`config.mk`:
```
export PLATFORM = sky130hd
export DESIGN_NAME = line_follow_motor_controller_unit_flat
export DESIGN_NICKNAME = d
export VERILOG_FILES = /design/src/hdl/lfmc_pkg.sv /design/src/hdl/lfmc_channels.sv /design/src/hdl/lfmc_front.sv /design/src/hdl/lfmc_queue.sv /design/src/hdl/lfmc_back.sv /design/src/hdl/line_follow_motor_controller_unit.sv /design/src/flat_wrapper.sv
export SDC_FILE = /design/constraint.sdc
export NUM_CORES = 1
export LEC_CHECK = 0
export BUFFER_PORTS_ARGS = -buffer_cell sky130_fd_sc_hd__buf_4
export CORE_ASPECT_RATIO = 2
export CORE_MARGIN = 2
export CORE_UTILIZATION = 40
export CTS_CLUSTER_SIZE = 16
export DETAILED_ROUTE_END_ITERATION = 8
export MAX_ROUTING_LAYER = met4
export PLACE_DENSITY_LB_ADDON = 0.15
export SLEW_MARGIN = 10
export SYNTH_ARGS = -nofsm -noshare
export SYNTH_HDL_FRONTEND = slang
export SYNTH_HIERARCHICAL = 1
export SYNTH_SLANG_ARGS = --single-unit
export TNS_END_PERCENT = 100
```
`constraint.sdc`:
```
create_clock -name clk -period 5.93 [get_ports clk]
set_clock_uncertainty 0.15 [all_clocks]
set_input_delay 0 -clock clk [delete_from_list [all_inputs] [get_ports clk]]
set_output_delay 0 -clock clk [all_outputs]
set_load 0.02 [all_outputs]
```
`src/hdl/lfmc_pkg.sv`:
```
package lfmc_pkg;

  // Configuration register indexes
  localparam logic [2:0] REG_BASE_SPEED     = 3'd0;
  localparam logic [2:0] REG_PROP_GAIN      = 3'd1;
  localparam logic [2:0] REG_RECOVERY_RATIO = 3'd2;
  localparam logic [2:0] REG_LOST_LIMIT     = 3'd3;
  localparam logic [2:0] REG_STRAIGHT_SPEED = 3'd4;
  localparam logic [2:0] REG_MAX_SPEED      = 3'd5;

  localparam int CFG_INDEX_W = 3;
  localparam int CFG_DATA_W  = 9;

  // Register reset values
  localparam logic [7:0] BASE_SPEED_RST     = 8'd120;
  localparam logic [7:0] PROP_GAIN_RST      = 8'd30;
  localparam logic [8:0] RECOVERY_RATIO_RST = 9'd205;
  localparam logic [5:0] LOST_LIMIT_RST     = 6'd25;
  localparam logic [7:0] STRAIGHT_SPEED_RST = 8'd150;
  localparam logic [7:0] MAX_SPEED_RST      = 8'd255;

  localparam logic [5:0] LOST_COUNT_MAX = 6'd63;

  // Command queue depth between front and back
  localparam int QUEUE_DEPTH_DEF = 2;

  // Divider: magnitude of gain * weight sum, two quotient bits per step
  localparam int DMAG_W    = 10;
  localparam int DIV_STEPS = DMAG_W / 2;
  localparam int STEP_W    = $clog2(DIV_STEPS);

  // Sensor weights by bit position: bit0 far right .. bit4 far left
  localparam logic signed [3:0] SENSOR_WEIGHT [5] = '{4'sd2, 4'sd1, 4'sd0, -4'sd1, -4'sd2};

  typedef enum logic [2:0] {
    MODE_TRACK         = 3'd0,
    MODE_RECOVER_LEFT  = 3'd1,
    MODE_RECOVER_RIGHT = 3'd2,
    MODE_LOST_BASE     = 3'd3,
    MODE_LOST_STRAIGHT = 3'd4
  } mode_t;

  typedef enum logic [1:0] {
    BK_IDLE,
    BK_MUL,
    BK_DIV,
    BK_FIN
  } back_state_t;

  typedef struct packed {
    logic [7:0] base_speed;
    logic [7:0] prop_gain;
    logic [8:0] recovery_ratio_q8;
    logic [5:0] lost_limit;
    logic [7:0] straight_speed;
    logic [7:0] max_speed;
  } cfg_t;

  typedef struct packed {
    mode_t             mode;
    logic [2:0]        count;
    logic signed [3:0] sum;
  } cmd_t;

  typedef struct packed {
    logic [7:0] mag;
    logic       rev;
  } motor_t;

  // Clamp a signed speed to +/- lim and split it into magnitude and reverse flag
  function automatic motor_t encode_speed(logic signed [11:0] speed, logic [7:0] lim);
    logic signed [11:0] lim_s;
    logic signed [11:0] neg_s;
    motor_t             m;
    lim_s = $signed({4'b0, lim});
    neg_s = -speed;
    if (speed > lim_s) begin
      m.mag = lim;
      m.rev = 1'b0;
    end else if (speed < -lim_s) begin
      m.mag = lim;
      m.rev = (lim != 8'd0);
    end else if (speed < 12'sd0) begin
      m.mag = neg_s[7:0];
      m.rev = 1'b1;
    end else begin
      m.mag = speed[7:0];
      m.rev = 1'b0;
    end
    return m;
  endfunction

endpackage

```
`src/hdl/lfmc_channels.sv`:
```
interface lfmc_in_if;
  logic       valid;
  logic       ready;
  logic [4:0] sensor_bits;

  modport source (output valid, output sensor_bits, input ready);
  modport sink (input valid, input sensor_bits, output ready);
endinterface

interface lfmc_out_if;
  logic       valid;
  logic       ready;
  logic [7:0] left_magnitude;
  logic       left_reverse;
  logic [7:0] right_magnitude;
  logic       right_reverse;
  logic [2:0] drive_mode;

  modport source (output valid, output left_magnitude, output left_reverse,
                  output right_magnitude, output right_reverse, output drive_mode,
                  input ready);
  modport sink (input valid, input left_magnitude, input left_reverse,
                input right_magnitude, input right_reverse, input drive_mode,
                output ready);
endinterface

interface lfmc_cfg_if;
  logic       valid;
  logic       ready;
  logic [2:0] index;
  logic [8:0] data;

  modport source (output valid, output index, output data, input ready);
  modport sink (input valid, input index, input data, output ready);
endinterface

```
`src/hdl/lfmc_front.sv`:
```
module lfmc_front (
  input  logic          clk,
  input  logic          rst_n,
  lfmc_in_if.sink       in_bus,
  input  lfmc_pkg::cfg_t cfg,
  output logic          push_valid,
  input  logic          push_ready,
  output lfmc_pkg::cmd_t push_cmd
);
  import lfmc_pkg::*;

  logic       far_left_r, far_left_nxt;
  logic       far_right_r, far_right_nxt;
  logic [5:0] lost_r, lost_nxt;
  logic [5:0] lost_inc;
  logic       accept;
  logic [2:0] count;
  logic signed [3:0] sum;

  assign in_bus.ready = push_ready;
  assign push_valid   = in_bus.valid;
  assign accept       = in_bus.valid && push_ready;

  // Count active sensors and add up their weights
  always_comb begin
    count = 3'd0;
    sum   = 4'sd0;
    for (int b = 0; b < 5; b++) begin
      if (in_bus.sensor_bits[b]) begin
        count = count + 3'd1;
        sum   = sum + SENSOR_WEIGHT[b];
      end
    end
  end

  assign lost_inc = (lost_r < LOST_COUNT_MAX) ? lost_r + 6'd1 : lost_r;

  // Classify the beat and work out the next tracking memory
  always_comb begin
    far_left_nxt   = far_left_r;
    far_right_nxt  = far_right_r;
    lost_nxt       = lost_r;
    push_cmd.count = count;
    push_cmd.sum   = sum;
    if (in_bus.sensor_bits != 5'd0) begin
      push_cmd.mode = MODE_TRACK;
      lost_nxt      = 6'd0;
      far_left_nxt  = in_bus.sensor_bits[4];
      far_right_nxt = in_bus.sensor_bits[0];
    end else if (far_left_r) begin
      push_cmd.mode = MODE_RECOVER_LEFT;
    end else if (far_right_r) begin
      push_cmd.mode = MODE_RECOVER_RIGHT;
    end else begin
      lost_nxt = lost_inc;
      if (lost_inc >= cfg.lost_limit) begin
        push_cmd.mode = MODE_LOST_STRAIGHT;
      end else begin
        push_cmd.mode = MODE_LOST_BASE;
      end
    end
  end

  // Advance tracking memory on each accepted beat
  always_ff @(posedge clk) begin
    if (!rst_n) begin
      far_left_r  <= 1'b0;
      far_right_r <= 1'b0;
      lost_r      <= 6'd0;
    end else if (accept) begin
      far_left_r  <= far_left_nxt;
      far_right_r <= far_right_nxt;
      lost_r      <= lost_nxt;
    end
  end

endmodule

```
`src/hdl/lfmc_queue.sv`:
```
module lfmc_queue #(
  parameter int DEPTH = lfmc_pkg::QUEUE_DEPTH_DEF
) (
  input  logic           clk,
  input  logic           rst_n,
  input  logic           push_valid,
  output logic           push_ready,
  input  lfmc_pkg::cmd_t push_cmd,
  output logic           pop_valid,
  input  logic           pop_ready,
  output lfmc_pkg::cmd_t pop_cmd
);
  import lfmc_pkg::*;

  localparam int PW = (DEPTH > 1) ? $clog2(DEPTH) : 1;
  localparam int CW = $clog2(DEPTH + 1);
  localparam logic [PW-1:0] PTR_LAST = PW'(DEPTH - 1);
  localparam logic [CW-1:0] CNT_FULL = CW'(DEPTH);

  cmd_t          mem_r [DEPTH];
  logic [PW-1:0] wr_ptr_r, wr_ptr_nxt;
  logic [PW-1:0] rd_ptr_r, rd_ptr_nxt;
  logic [CW-1:0] cnt_r, cnt_nxt;
  logic          do_push, do_pop;

  assign push_ready = (cnt_r != CNT_FULL);
  assign pop_valid  = (cnt_r != '0);
  assign pop_cmd    = mem_r[rd_ptr_r];
  assign do_push    = push_valid && push_ready;
  assign do_pop     = pop_valid && pop_ready;

  // Wrap pointers and track fill level
  always_comb begin
    wr_ptr_nxt = wr_ptr_r;
    rd_ptr_nxt = rd_ptr_r;
    cnt_nxt    = cnt_r;
    if (do_push) begin
      wr_ptr_nxt = (wr_ptr_r == PTR_LAST) ? '0 : wr_ptr_r + PW'(1);
    end
    if (do_pop) begin
      rd_ptr_nxt = (rd_ptr_r == PTR_LAST) ? '0 : rd_ptr_r + PW'(1);
    end
    if (do_push && !do_pop) begin
      cnt_nxt = cnt_r + CW'(1);
    end else if (do_pop && !do_push) begin
      cnt_nxt = cnt_r - CW'(1);
    end
  end

  always_ff @(posedge clk) begin
    if (!rst_n) begin
      wr_ptr_r <= '0;
      rd_ptr_r <= '0;
      cnt_r    <= '0;
    end else begin
      wr_ptr_r <= wr_ptr_nxt;
      rd_ptr_r <= rd_ptr_nxt;
      cnt_r    <= cnt_nxt;
    end
  end

  // Store commands
  always_ff @(posedge clk) begin
    if (do_push) begin
      mem_r[wr_ptr_r] <= push_cmd;
    end
  end

endmodule

```
`src/hdl/lfmc_back.sv`:
```
module lfmc_back (
  input  logic           clk,
  input  logic           rst_n,
  input  lfmc_pkg::cfg_t cfg,
  input  logic           pop_valid,
  output logic           pop_ready,
  input  lfmc_pkg::cmd_t pop_cmd,
  lfmc_out_if.source     out_bus
);
  import lfmc_pkg::*;

  localparam logic [STEP_W-1:0] STEP_LAST = STEP_W'(DIV_STEPS - 1);

  back_state_t        state_r, state_nxt;
  cmd_t               cmd_r;
  logic [DMAG_W-1:0]  quo_r, quo_nxt;
  logic [2:0]         rem_r, rem_nxt;
  logic [STEP_W-1:0]  step_r;
  logic               dneg_r;
  logic [16:0]        prod_r;
  logic               out_valid_r, out_valid_nxt;
  motor_t             left_r, right_r, left_nxt, right_nxt;
  mode_t              mode_r;

  logic ld_cmd, ld_mul, div_en, fin_load;

  logic [1:0]         sum_abs;
  logic [DMAG_W-1:0]  dmag;
  logic [4:0]         part, n1, n2, n3, part_left;
  logic [1:0]         digit;

  logic signed [11:0] trk_left, trk_right, rec_up, rec_down, spd_left, spd_right;
  logic signed [17:0] rec_diff;
  logic [17:0]        rec_mag;

  // Truncate base -/+ (q + r/n) toward zero
  function automatic logic signed [11:0] trunc_term(logic [7:0] base, logic [DMAG_W-1:0] q,
                                                    logic r_nz, logic sub);
    logic signed [11:0] lo;
    logic signed [11:0] res;
    lo = $signed({4'b0, base}) - $signed({2'b0, q});
    if (sub) begin
      res = (r_nz && lo > 12'sd0) ? lo - 12'sd1 : lo;
    end else begin
      res = $signed({4'b0, base}) + $signed({2'b0, q});
    end
    return res;
  endfunction

  // Next state
  always_comb begin
    state_nxt = state_r;
    case (state_r)
      BK_IDLE: if (pop_valid) state_nxt = BK_MUL;
      BK_MUL:  state_nxt = (cmd_r.mode == MODE_TRACK) ? BK_DIV : BK_FIN;
      BK_DIV:  if (step_r == STEP_LAST) state_nxt = BK_FIN;
      BK_FIN:  if (!out_valid_r || out_bus.ready) state_nxt = BK_IDLE;
      default: state_nxt = BK_IDLE;
    endcase
  end

  // Control strobes
  always_comb begin
    pop_ready = 1'b0;
    ld_cmd    = 1'b0;
    ld_mul    = 1'b0;
    div_en    = 1'b0;
    fin_load  = 1'b0;
    case (state_r)
      BK_IDLE: begin
        pop_ready = 1'b1;
        ld_cmd    = pop_valid;
      end
      BK_MUL:  ld_mul = 1'b1;
      BK_DIV:  div_en = 1'b1;
      BK_FIN:  fin_load = !out_valid_r || out_bus.ready;
      default: pop_ready = 1'b0;
    endcase
  end

  // Products: gain times weight magnitude, recovery ratio times base
  assign sum_abs = (cmd_r.sum < 4'sd0) ? 2'(-cmd_r.sum) : cmd_r.sum[1:0];
  assign dmag    = DMAG_W'(cfg.prop_gain) * DMAG_W'(sum_abs);

  // One radix-4 restoring divide step by the active sensor count
  always_comb begin
    n1   = {2'b0, cmd_r.count};
    n2   = {n1[3:0], 1'b0};
    n3   = n1 + n2;
    part = {rem_r, quo_r[DMAG_W-1 -: 2]};
    if (part >= n3) begin
      digit     = 2'd3;
      part_left = part - n3;
    end else if (part >= n2) begin
      digit     = 2'd2;
      part_left = part - n2;
    end else if (part >= n1) begin
      digit     = 2'd1;
      part_left = part - n1;
    end else begin
      digit     = 2'd0;
      part_left = part;
    end
    rem_nxt = part_left[2:0];
    quo_nxt = {quo_r[DMAG_W-3:0], digit};
  end

  // Final speeds
  always_comb begin
    trk_left  = trunc_term(cfg.base_speed, quo_r, rem_r != 3'd0, !dneg_r);
    trk_right = trunc_term(cfg.base_speed, quo_r, rem_r != 3'd0, dneg_r);
    rec_up    = $signed({4'b0, cfg.base_speed}) + $signed({3'b0, prod_r[16:8]});
    rec_diff  = $signed({2'b0, cfg.base_speed, 8'b0}) - $signed({1'b0, prod_r});
    rec_mag   = -rec_diff;
    if (rec_diff < 18'sd0) begin
      rec_down = -$signed({2'b0, rec_mag[17:8]});
    end else begin
      rec_down = $signed({2'b0, rec_diff[17:8]});
    end
    case (cmd_r.mode)
      MODE_TRACK: begin
        spd_left  = trk_left;
        spd_right = trk_right;
      end
      MODE_RECOVER_LEFT: begin
        spd_left  = rec_up;
        spd_right = rec_down;
      end
      MODE_RECOVER_RIGHT: begin
        spd_left  = rec_down;
        spd_right = rec_up;
      end
      default: begin
        spd_left  = 12'sd0;
        spd_right = 12'sd0;
      end
    endcase
    case (cmd_r.mode)
      MODE_LOST_BASE: begin
        left_nxt  = '{mag: cfg.base_speed, rev: 1'b0};
        right_nxt = '{mag: cfg.base_speed, rev: 1'b0};
      end
      MODE_LOST_STRAIGHT: begin
        left_nxt  = '{mag: cfg.straight_speed, rev: 1'b0};
        right_nxt = '{mag: cfg.straight_speed, rev: 1'b0};
      end
      default: begin
        left_nxt  = encode_speed(spd_left, cfg.max_speed);
        right_nxt = encode_speed(spd_right, cfg.max_speed);
      end
    endcase
  end

  // Output register valid
  always_comb begin
    if (fin_load) begin
      out_valid_nxt = 1'b1;
    end else if (out_bus.ready) begin
      out_valid_nxt = 1'b0;
    end else begin
      out_valid_nxt = out_valid_r;
    end
  end

  always_ff @(posedge clk) begin
    if (!rst_n) begin
      state_r     <= BK_IDLE;
      out_valid_r <= 1'b0;
    end else begin
      state_r     <= state_nxt;
      out_valid_r <= out_valid_nxt;
    end
  end

  // Datapath registers
  always_ff @(posedge clk) begin
    if (ld_cmd) begin
      cmd_r <= pop_cmd;
    end
    if (ld_mul) begin
      quo_r  <= dmag;
      rem_r  <= 3'd0;
      step_r <= '0;
      dneg_r <= (cmd_r.sum < 4'sd0);
      prod_r <= 17'(cfg.recovery_ratio_q8) * 17'(cfg.base_speed);
    end
    if (div_en) begin
      quo_r  <= quo_nxt;
      rem_r  <= rem_nxt;
      step_r <= step_r + STEP_W'(1);
    end
    if (fin_load) begin
      left_r  <= left_nxt;
      right_r <= right_nxt;
      mode_r  <= cmd_r.mode;
    end
  end

  assign out_bus.valid           = out_valid_r;
  assign out_bus.left_magnitude  = left_r.mag;
  assign out_bus.left_reverse    = left_r.rev;
  assign out_bus.right_magnitude = right_r.mag;
  assign out_bus.right_reverse   = right_r.rev;
  assign out_bus.drive_mode      = mode_r;

endmodule

```
`src/hdl/line_follow_motor_controller_unit.sv`:
```
// Channel  | Role   | Handshake    | Payload
// in_bus   | sink   | valid/ready  | sensor_bits[4:0]
// out_bus  | source | valid/ready  | left/right magnitude[7:0], reverse, drive_mode[2:0]
// cfg_bus  | sink   | valid/ready  | index[2:0], data[8:0]
//
// In the back end a tracking beat goes through command pop, a product step,
// five radix-4 divide steps by the active sensor count and a finish step.
// Recovery and lost beats skip the divider, which sets the sustained rate.
// The front accepts a beat in any cycle the command queue has room, so input
// and output stall independently. Reset is synchronous; cfg_bus is always ready.
module line_follow_motor_controller_unit #(
  parameter int QUEUE_DEPTH = lfmc_pkg::QUEUE_DEPTH_DEF
) (
  input  logic       clk,
  input  logic       rst_n,
  lfmc_in_if.sink    in_bus,
  lfmc_out_if.source out_bus,
  lfmc_cfg_if.sink   cfg_bus
);
  import lfmc_pkg::*;

  cfg_t cfg_r;
  cmd_t push_cmd, pop_cmd;
  logic push_valid, push_ready, pop_valid, pop_ready;

  assign cfg_bus.ready = 1'b1;

  // Register writes; unknown indexes drop
  always_ff @(posedge clk) begin
    if (!rst_n) begin
      cfg_r.base_speed        <= BASE_SPEED_RST;
      cfg_r.prop_gain         <= PROP_GAIN_RST;
      cfg_r.recovery_ratio_q8 <= RECOVERY_RATIO_RST;
      cfg_r.lost_limit        <= LOST_LIMIT_RST;
      cfg_r.straight_speed    <= STRAIGHT_SPEED_RST;
      cfg_r.max_speed         <= MAX_SPEED_RST;
    end else if (cfg_bus.valid) begin
      case (cfg_bus.index)
        REG_BASE_SPEED:     cfg_r.base_speed        <= cfg_bus.data[7:0];
        REG_PROP_GAIN:      cfg_r.prop_gain         <= cfg_bus.data[7:0];
        REG_RECOVERY_RATIO: cfg_r.recovery_ratio_q8 <= cfg_bus.data;
        REG_LOST_LIMIT:     cfg_r.lost_limit        <= cfg_bus.data[5:0];
        REG_STRAIGHT_SPEED: cfg_r.straight_speed    <= cfg_bus.data[7:0];
        REG_MAX_SPEED:      cfg_r.max_speed         <= cfg_bus.data[7:0];
        default: ;
      endcase
    end
  end

  lfmc_front u_front (
    .clk        (clk),
    .rst_n      (rst_n),
    .in_bus     (in_bus),
    .cfg        (cfg_r),
    .push_valid (push_valid),
    .push_ready (push_ready),
    .push_cmd   (push_cmd)
  );

  lfmc_queue #(
    .DEPTH (QUEUE_DEPTH)
  ) u_queue (
    .clk        (clk),
    .rst_n      (rst_n),
    .push_valid (push_valid),
    .push_ready (push_ready),
    .push_cmd   (push_cmd),
    .pop_valid  (pop_valid),
    .pop_ready  (pop_ready),
    .pop_cmd    (pop_cmd)
  );

  lfmc_back u_back (
    .clk       (clk),
    .rst_n     (rst_n),
    .cfg       (cfg_r),
    .pop_valid (pop_valid),
    .pop_ready (pop_ready),
    .pop_cmd   (pop_cmd),
    .out_bus   (out_bus)
  );

endmodule

```
`src/flat_wrapper.sv`:
```
// flat-port wrapper written by rule: the top's interface ports become plain ports
module line_follow_motor_controller_unit_flat import lfmc_pkg::*;
#(
  parameter int QUEUE_DEPTH = lfmc_pkg::QUEUE_DEPTH_DEF
)
  (clk, rst_n, in_bus_valid, in_bus_sensor_bits, in_bus_ready, out_bus_valid, out_bus_left_magnitude, out_bus_left_reverse, out_bus_right_magnitude, out_bus_right_reverse, out_bus_drive_mode, out_bus_ready, cfg_bus_valid, cfg_bus_index, cfg_bus_data, cfg_bus_ready);
  lfmc_in_if in_bus_i ();
  lfmc_out_if out_bus_i ();
  lfmc_cfg_if cfg_bus_i ();
  input  logic clk;
  input  logic rst_n;
  input wire logic [$bits(in_bus_i.valid)-1:0] in_bus_valid;
  input wire logic [$bits(in_bus_i.sensor_bits)-1:0] in_bus_sensor_bits;
  output wire logic [$bits(in_bus_i.ready)-1:0] in_bus_ready;
  output wire logic [$bits(out_bus_i.valid)-1:0] out_bus_valid;
  output wire logic [$bits(out_bus_i.left_magnitude)-1:0] out_bus_left_magnitude;
  output wire logic [$bits(out_bus_i.left_reverse)-1:0] out_bus_left_reverse;
  output wire logic [$bits(out_bus_i.right_magnitude)-1:0] out_bus_right_magnitude;
  output wire logic [$bits(out_bus_i.right_reverse)-1:0] out_bus_right_reverse;
  output wire logic [$bits(out_bus_i.drive_mode)-1:0] out_bus_drive_mode;
  input wire logic [$bits(out_bus_i.ready)-1:0] out_bus_ready;
  input wire logic [$bits(cfg_bus_i.valid)-1:0] cfg_bus_valid;
  input wire logic [$bits(cfg_bus_i.index)-1:0] cfg_bus_index;
  input wire logic [$bits(cfg_bus_i.data)-1:0] cfg_bus_data;
  output wire logic [$bits(cfg_bus_i.ready)-1:0] cfg_bus_ready;
  assign in_bus_i.valid = in_bus_valid;
  assign in_bus_i.sensor_bits = in_bus_sensor_bits;
  assign in_bus_ready = in_bus_i.ready;
  assign out_bus_valid = out_bus_i.valid;
  assign out_bus_left_magnitude = out_bus_i.left_magnitude;
  assign out_bus_left_reverse = out_bus_i.left_reverse;
  assign out_bus_right_magnitude = out_bus_i.right_magnitude;
  assign out_bus_right_reverse = out_bus_i.right_reverse;
  assign out_bus_drive_mode = out_bus_i.drive_mode;
  assign out_bus_i.ready = out_bus_ready;
  assign cfg_bus_i.valid = cfg_bus_valid;
  assign cfg_bus_i.index = cfg_bus_index;
  assign cfg_bus_i.data = cfg_bus_data;
  assign cfg_bus_ready = cfg_bus_i.ready;
  line_follow_motor_controller_unit #(.QUEUE_DEPTH(QUEUE_DEPTH)) u_core (.clk(clk), .rst_n(rst_n), .in_bus(in_bus_i), .out_bus(out_bus_i), .cfg_bus(cfg_bus_i));
endmodule
```
==> results of run 1 <==
-- per-stage QoR --
step	area, sq um	setup TNS [ns]	hold slack [ns]	setup slack, ns
2_1_floorplan	14600	0	-0.0339	0.00355
3_3_place_gp	16900	-5.19	0.122	-0.627
3_5_place_dp	16900	-5.62	0.123	-0.637
4_1_cts	18100	-0.371	0.230	-0.0815
5_1_grt	18700	-4.95	0.273	-0.486
6_report	18700	-1.11	0.246	-0.224
-- layout by cell type (no fill, tap or decap), drive strengths merged, types with 10 or more instances in the layout --
master	count
buf	301
inv	158
ha	152
nand2	139
edfxtp	82
nor2	80
a21oi	78
nor2b	68
xnor2	67
o21ai	65
dfxtp	63
and2	63
mux2i	59
fa	50
nand3	40
nor3	36
dlygate4sd3	30
nand2b	26
xor2	26
o21a	24
o211ai	19
nand4	18
clkbuf	17
mux2	15
o31ai	14
a31oi	14
a22oi	12
nor4	12
a21o	11
o21bai	11
or3	11
or4	11
clkinv	10
-- path summary, 6_finish.rpt --
kind,startpoint,endpoint,slack [ns],depth (start not counted)
worst max-delay path,u_core/cfg_r[39],u_core/u_back/out_bus.left_magnitude[3],-0.22,29
worst min-delay path,cfg_bus_data[5],u_core/cfg_r[5],0.25,4
worst max register to register,u_core/cfg_r[39],u_core/u_back/out_bus.left_magnitude[3],-0.22,29
worst min register to register,u_core/u_back/cmd_r[3],u_core/u_back/dneg_r,0.31,0
-- per-layer routing --
layer,up-vias,GRT usage [%],routed length [um]
met3,214,3.59,1540
met1,6501,22.8,16400
met2,355,53.0,28300
met5,-,-,0
met4,0,21.0,4460
li1,6421,-,-
-- flip-flops by register name, indices dropped and copies added, names as in the netlist, 6 cells and up, named ones only --
name                                   cells
u_core/cfg_r                              47
u_core/u_queue/mem_r                      18
u_core/u_back/prod_r                      17
u_core/u_back/quo_r                       10
u_core/u_back/cmd_r                        9
u_core/u_back/out_bus.left_magnitude       8
u_core/u_back/out_bus.right_magnitude      8
u_core/u_front/lost_r                      6
-- report_power, final --
part / internal, mW / switching, mW
Combinational: 3.30 / 4.04
Clock: 0.578 / 0.532
Sequential: 1.45 / 0.202
Total: 5.32 / 4.78
-- cell type report --
class	instances	area, sq um
inverters	153	574
repair buffers	331	2610
fillers	3393	17100
diodes	1	2.50
flip-flops and latches	145	3730
clock inverters	15	204
multi-input cells	1272	10600
clock buffers	17	425
well taps	450	563
-- repair_timing --
item | 4_1_cts | 5_1_grt
endpoints found under the hold margin | 77 | 0
setup endpoints to repair | 18 | 18
resized for setup | 37 | 87
gates cloned | 1 | 1
hold buffers | 30 | 0
setup buffers | 13 | 19
pin swaps | 18 | 39
-- worst max-delay path: cells and delay by family (launching register included) --
family | cells | cell delay (ns)
and+or+nand+nor | 5 | 0.75
adders and majority gates | 3 | 0.90
buffers and inverters | 9 | 1.31
DFF | 1 | 0.37
AOI/OAI and AO/OA | 12 | 2.34
==> flow_summary.json, run 1 <==
{
  "max_freq_mhz": 163,
  "cp.required_ns": 5.92,
  "routabilityCongestion": 1.02,
  "critPathMaxFanout": 6,
  "finalHoldViolCount": 0,
  "grt_overflow_total": 0,
  "nNetsFinal": 2144,
  "grt_pass1_vias": 13900,
  "area_growth_pct": 28.5,
  "routed_via_density": 5.66,
  "synth_fp_nets": 1863,
  "num_io_pins": 46,
  "powerDensity_nw_per_um2": 541,
  "fin_ws_ns": -0.224,
  "wl_per_cell_um": 21.2,
  "grt_pass1_wl_um": 76500,
  "vias": 13500,
  "die_width_um": 139,
  "dr.pass1.iters": 5,
  "synth_area_sq_um": 14500,
  "hpwl_um": 41300,
  "clock_latency_ns": 0.45,
  "critPathArrivalTime_ns": 6.15,
  "cts_root_buffer": "clkbuf_16",
  "cts_tree": "done",
  "start_util_pct": 40.6,
  "syn_avg_cell_area_sq_um": 8.87,
  "slew_headroom_pct": 32.0,
  "drive_gt1_share_pct": 24.0,
  "ant_nets": 0,
  "dp_cells": 2289,
  "final_cells": 2384,
  "htreeDepth": 4,
  "die_h_um": 274,
  "remaining_drc_errors": 0,
  "final_util_pct": 52.2,
  "antenna_found_initial": 1,
  "cpMaxStageDelayCell": "o311ai_0",
  "hp-class": "input pin to register",
  "cts_made_buffers": 17,
  "rsz0062_at_grt": "yes",
  "core_sq_um": 35800,
  "clk_pin_slew_ns": 0.07,
  "grt_max_degree": 78,
  "max_cap_viol_count": 0,
  "yosysWarnings": 6,
  "cts.sinks": 145,
  "rows": 98,
  "critical-path-max-stage-delay_ns": 0.77,
  "fin_crit_sh_pct": 104,
  "start_kind": "register",
  "leakagePower_nw": 8.32,
  "portBuffers": 44,
  "drtIter0Drc": 664,
  "finalCriticalPeriod_ns": 6.15,
  "setup_violations": 9,
  "crit_type": "register to register",
  "postRouteWirelength_um": 50700,
  "violations": "setup timing",
  "tightestPinTransition_ns": 1.02,
  "grt_use_total_pct": 27.2,
  "cp_common_cell": "buf_4",
  "end_kind": "register",
  "postSynthCellCount": 1639,
  "drv_slew": 0,
  "dieArea_sq_um": 38000,
  "outcome": "finished with violations",
  "total_power_mw": 10.1,
  "clock_path_buffers": 2,
  "peakVddDrop_v": 0.000349
}
Note: power is estimated with default switching activity, not from simulation.
==> run 2: changes to the inputs <==
--- a/config.mk
+++ b/config.mk
@@ -5,6 +5,7 @@
 export SDC_FILE = /design/constraint.sdc
 export NUM_CORES = 1
 export LEC_CHECK = 0
+export ABC_AREA = 1
 export BUFFER_PORTS_ARGS = -buffer_cell sky130_fd_sc_hd__buf_4
 export CORE_ASPECT_RATIO = 2
 export CORE_MARGIN = 2
==> flow_summary.json, run 2 <==
{
  "outcome": "finished, final reports clean",
  "hpwl_um": 38000,
  "remaining_drc_errors": 0,
  "cts_made_buffers": 17,
  "rows": 100,
  "clk_pin_slew_ns": 0.07,
  "nFillCells": 3838,
  "cp.required_ns": 5.98,
  "routed_via_density": 5.16,
  "finalCriticalPeriod_ns": 5.54,
  "critPathMaxFanout": 5,
  "peakVddDrop_v": 0.000255,
  "critPathArrivalTime_ns": 5.59,
  "vias": 13700,
  "syn_avg_cell_area_sq_um": 7.10,
  "leakagePower_nw": 8.59,
  "fin_crit_sh_pct": 93.4,
  "core_sq_um": 37200,
  "final_common_cell": "nand2_1",
  "cts.sinks": 145,
  "grt_pass1_vias": 14300,
  "fin_tns_setup_ns": 0,
  "postSynthCellCount": 2116,
  "finalHoldViolCount": 0,
  "cts_tree": "done",
  "cp_top_family": "simple AND/OR/NAND/NOR gates",
  "wl_per_cell_um": 17.1,
  "grt_overflow_total": 0,
  "setup_violations": 0,
  "grt_max_degree": 57,
  "critical-path-max-stage-delay_ns": 0.45,
  "grt_pass1_wl_um": 72900,
  "seq_area_sq_um": 3720,
  "nNetsFinal": 2410,
  "final_util_pct": 45.3,
  "ant_nets": 0,
  "largest_register_ff_count": 47,
  "die_width_um": 141,
  "yosysWarnings": 6,
  "rsz0062_at_grt": "no",
  "start_util_pct": 40.4,
  "dieArea_sq_um": 39200,
  "die_h_um": 278,
  "grt_use_total_pct": 24.5,
  "area_growth_pct": 12.2,
  "drv_slew": 0,
  "num_io_pins": 46,
  "fin_hold_ws_ns": 0.249,
  "synth_area_sq_um": 15000,
  "powerDensity_nw_per_um2": 479,
  "diodes": 0,
  "most-common-layout-cells": "nand2_1, inv_1, nand3_1",
  "slew_headroom_pct": 42.2,
  "cts_setup_buffers": 0,
  "dpl_worst_slack_ns": 0.288,
  "clock_path_buffers": 2,
  "tightestPinTransition_ns": 0.864,
  "fin_ws_ns": 0.390,
  "top_register": "u_core/cfg_r",
  "cpMaxStageDelayCell": "edfxtp_1",
  "drive_gt1_share_pct": 11.4,
  "synth_fp_nets": 2340,
  "clock_latency_ns": 0.45,
  "total_power_mw": 8.06,
  "multi_input_area_sq_um": 9610,
  "largestRegisters": "u_core/cfg_r: 47 flops, u_core/u_queue/mem_r: 18 flops, u_core/u_back/prod_r: 17 flops",
  "start_kind": "register",
  "crit_type": "register to register",
  "htreeDepth": 4,
  "portBuffers": 44,
  "drtIter0Drc": 697,
  "dr.pass1.iters": 5,
  "cp_num_buf_inv": 3,
  "max_freq_mhz": 180,
  "antenna_found_initial": 0,
  "max_cap_viol_count": 0,
  "cp_common_cell": "nand2_1",
  "end_kind": "register",
  "postRouteWirelength_um": 45400,
  "cts_root_buffer": "clkbuf_16",
  "routabilityCongestion": 0.938,
  "hp-class": "input pin to register"
}
## run 2: tightest hold or removal path, cell delays in order
cell           delay (ns)
dlygate4sd3_1        0.52
buf_4                0.16
nand2_1              0.07
nand3_1              0.07
## run 2: worst paths after layout
kind                            from                                       end  slack [ns]  cells past startpoint
max          u_core/u_back/prod_r[0]  u_core/u_back/out_bus.right_magnitude[2]        0.39                     33
min                  cfg_bus_data[1]                           u_core/cfg_r[1]        0.25                      4
max reg2reg  u_core/u_back/prod_r[0]  u_core/u_back/out_bus.right_magnitude[2]        0.39                     33
min reg2reg         u_core/cfg_r[20]                          u_core/cfg_r[20]        0.32                      2
## run 2: power by group
part | switching, mW | internal, mW
sequential | 0.234 | 1.44
clock | 0.523 | 0.573
combinational | 3.50 | 1.80
## run 2: timing repair
item / in CTS / in global routing
endpoints found under the hold margin: 99 / 0
endpoints found under the setup margin: 0 / 15
hold buffers: 43 / 0
gates resized for setup: 0 / 9
## run 2: final cells by class
cell class / instances / share of cell area (%)
clock inverter: 15 / 1.11
tap: 459 / 3.41
sequential: 145 / 22.1
multi-input combinational: 1539 / 57.0
clock buffer: 17 / 2.53
timing repair buffer: 107 / 5.41
inverter: 376 / 8.42
## run 2: per-stage QoR
stage	cell area (sq um)	cells
2_1_floorplan	15000	2116
5_1_grt	16800	2658
3_5_place_dp	15800	2582
3_3_place_gp	15800	2582
4_1_cts	16800	2657
6_report	16800	2658
## run 2: layer usage
metal  global-route usage [%]  share of wire [%]  wire [um]  up-vias
met5                        -                  0          0        -
met4                     14.5                6.6       3000        0
met3                     2.27                2.1        957      132
met2                     48.6                 58      26100      288
met1                     21.9                 34      15300     6426
li1                         -                  -          -     6870
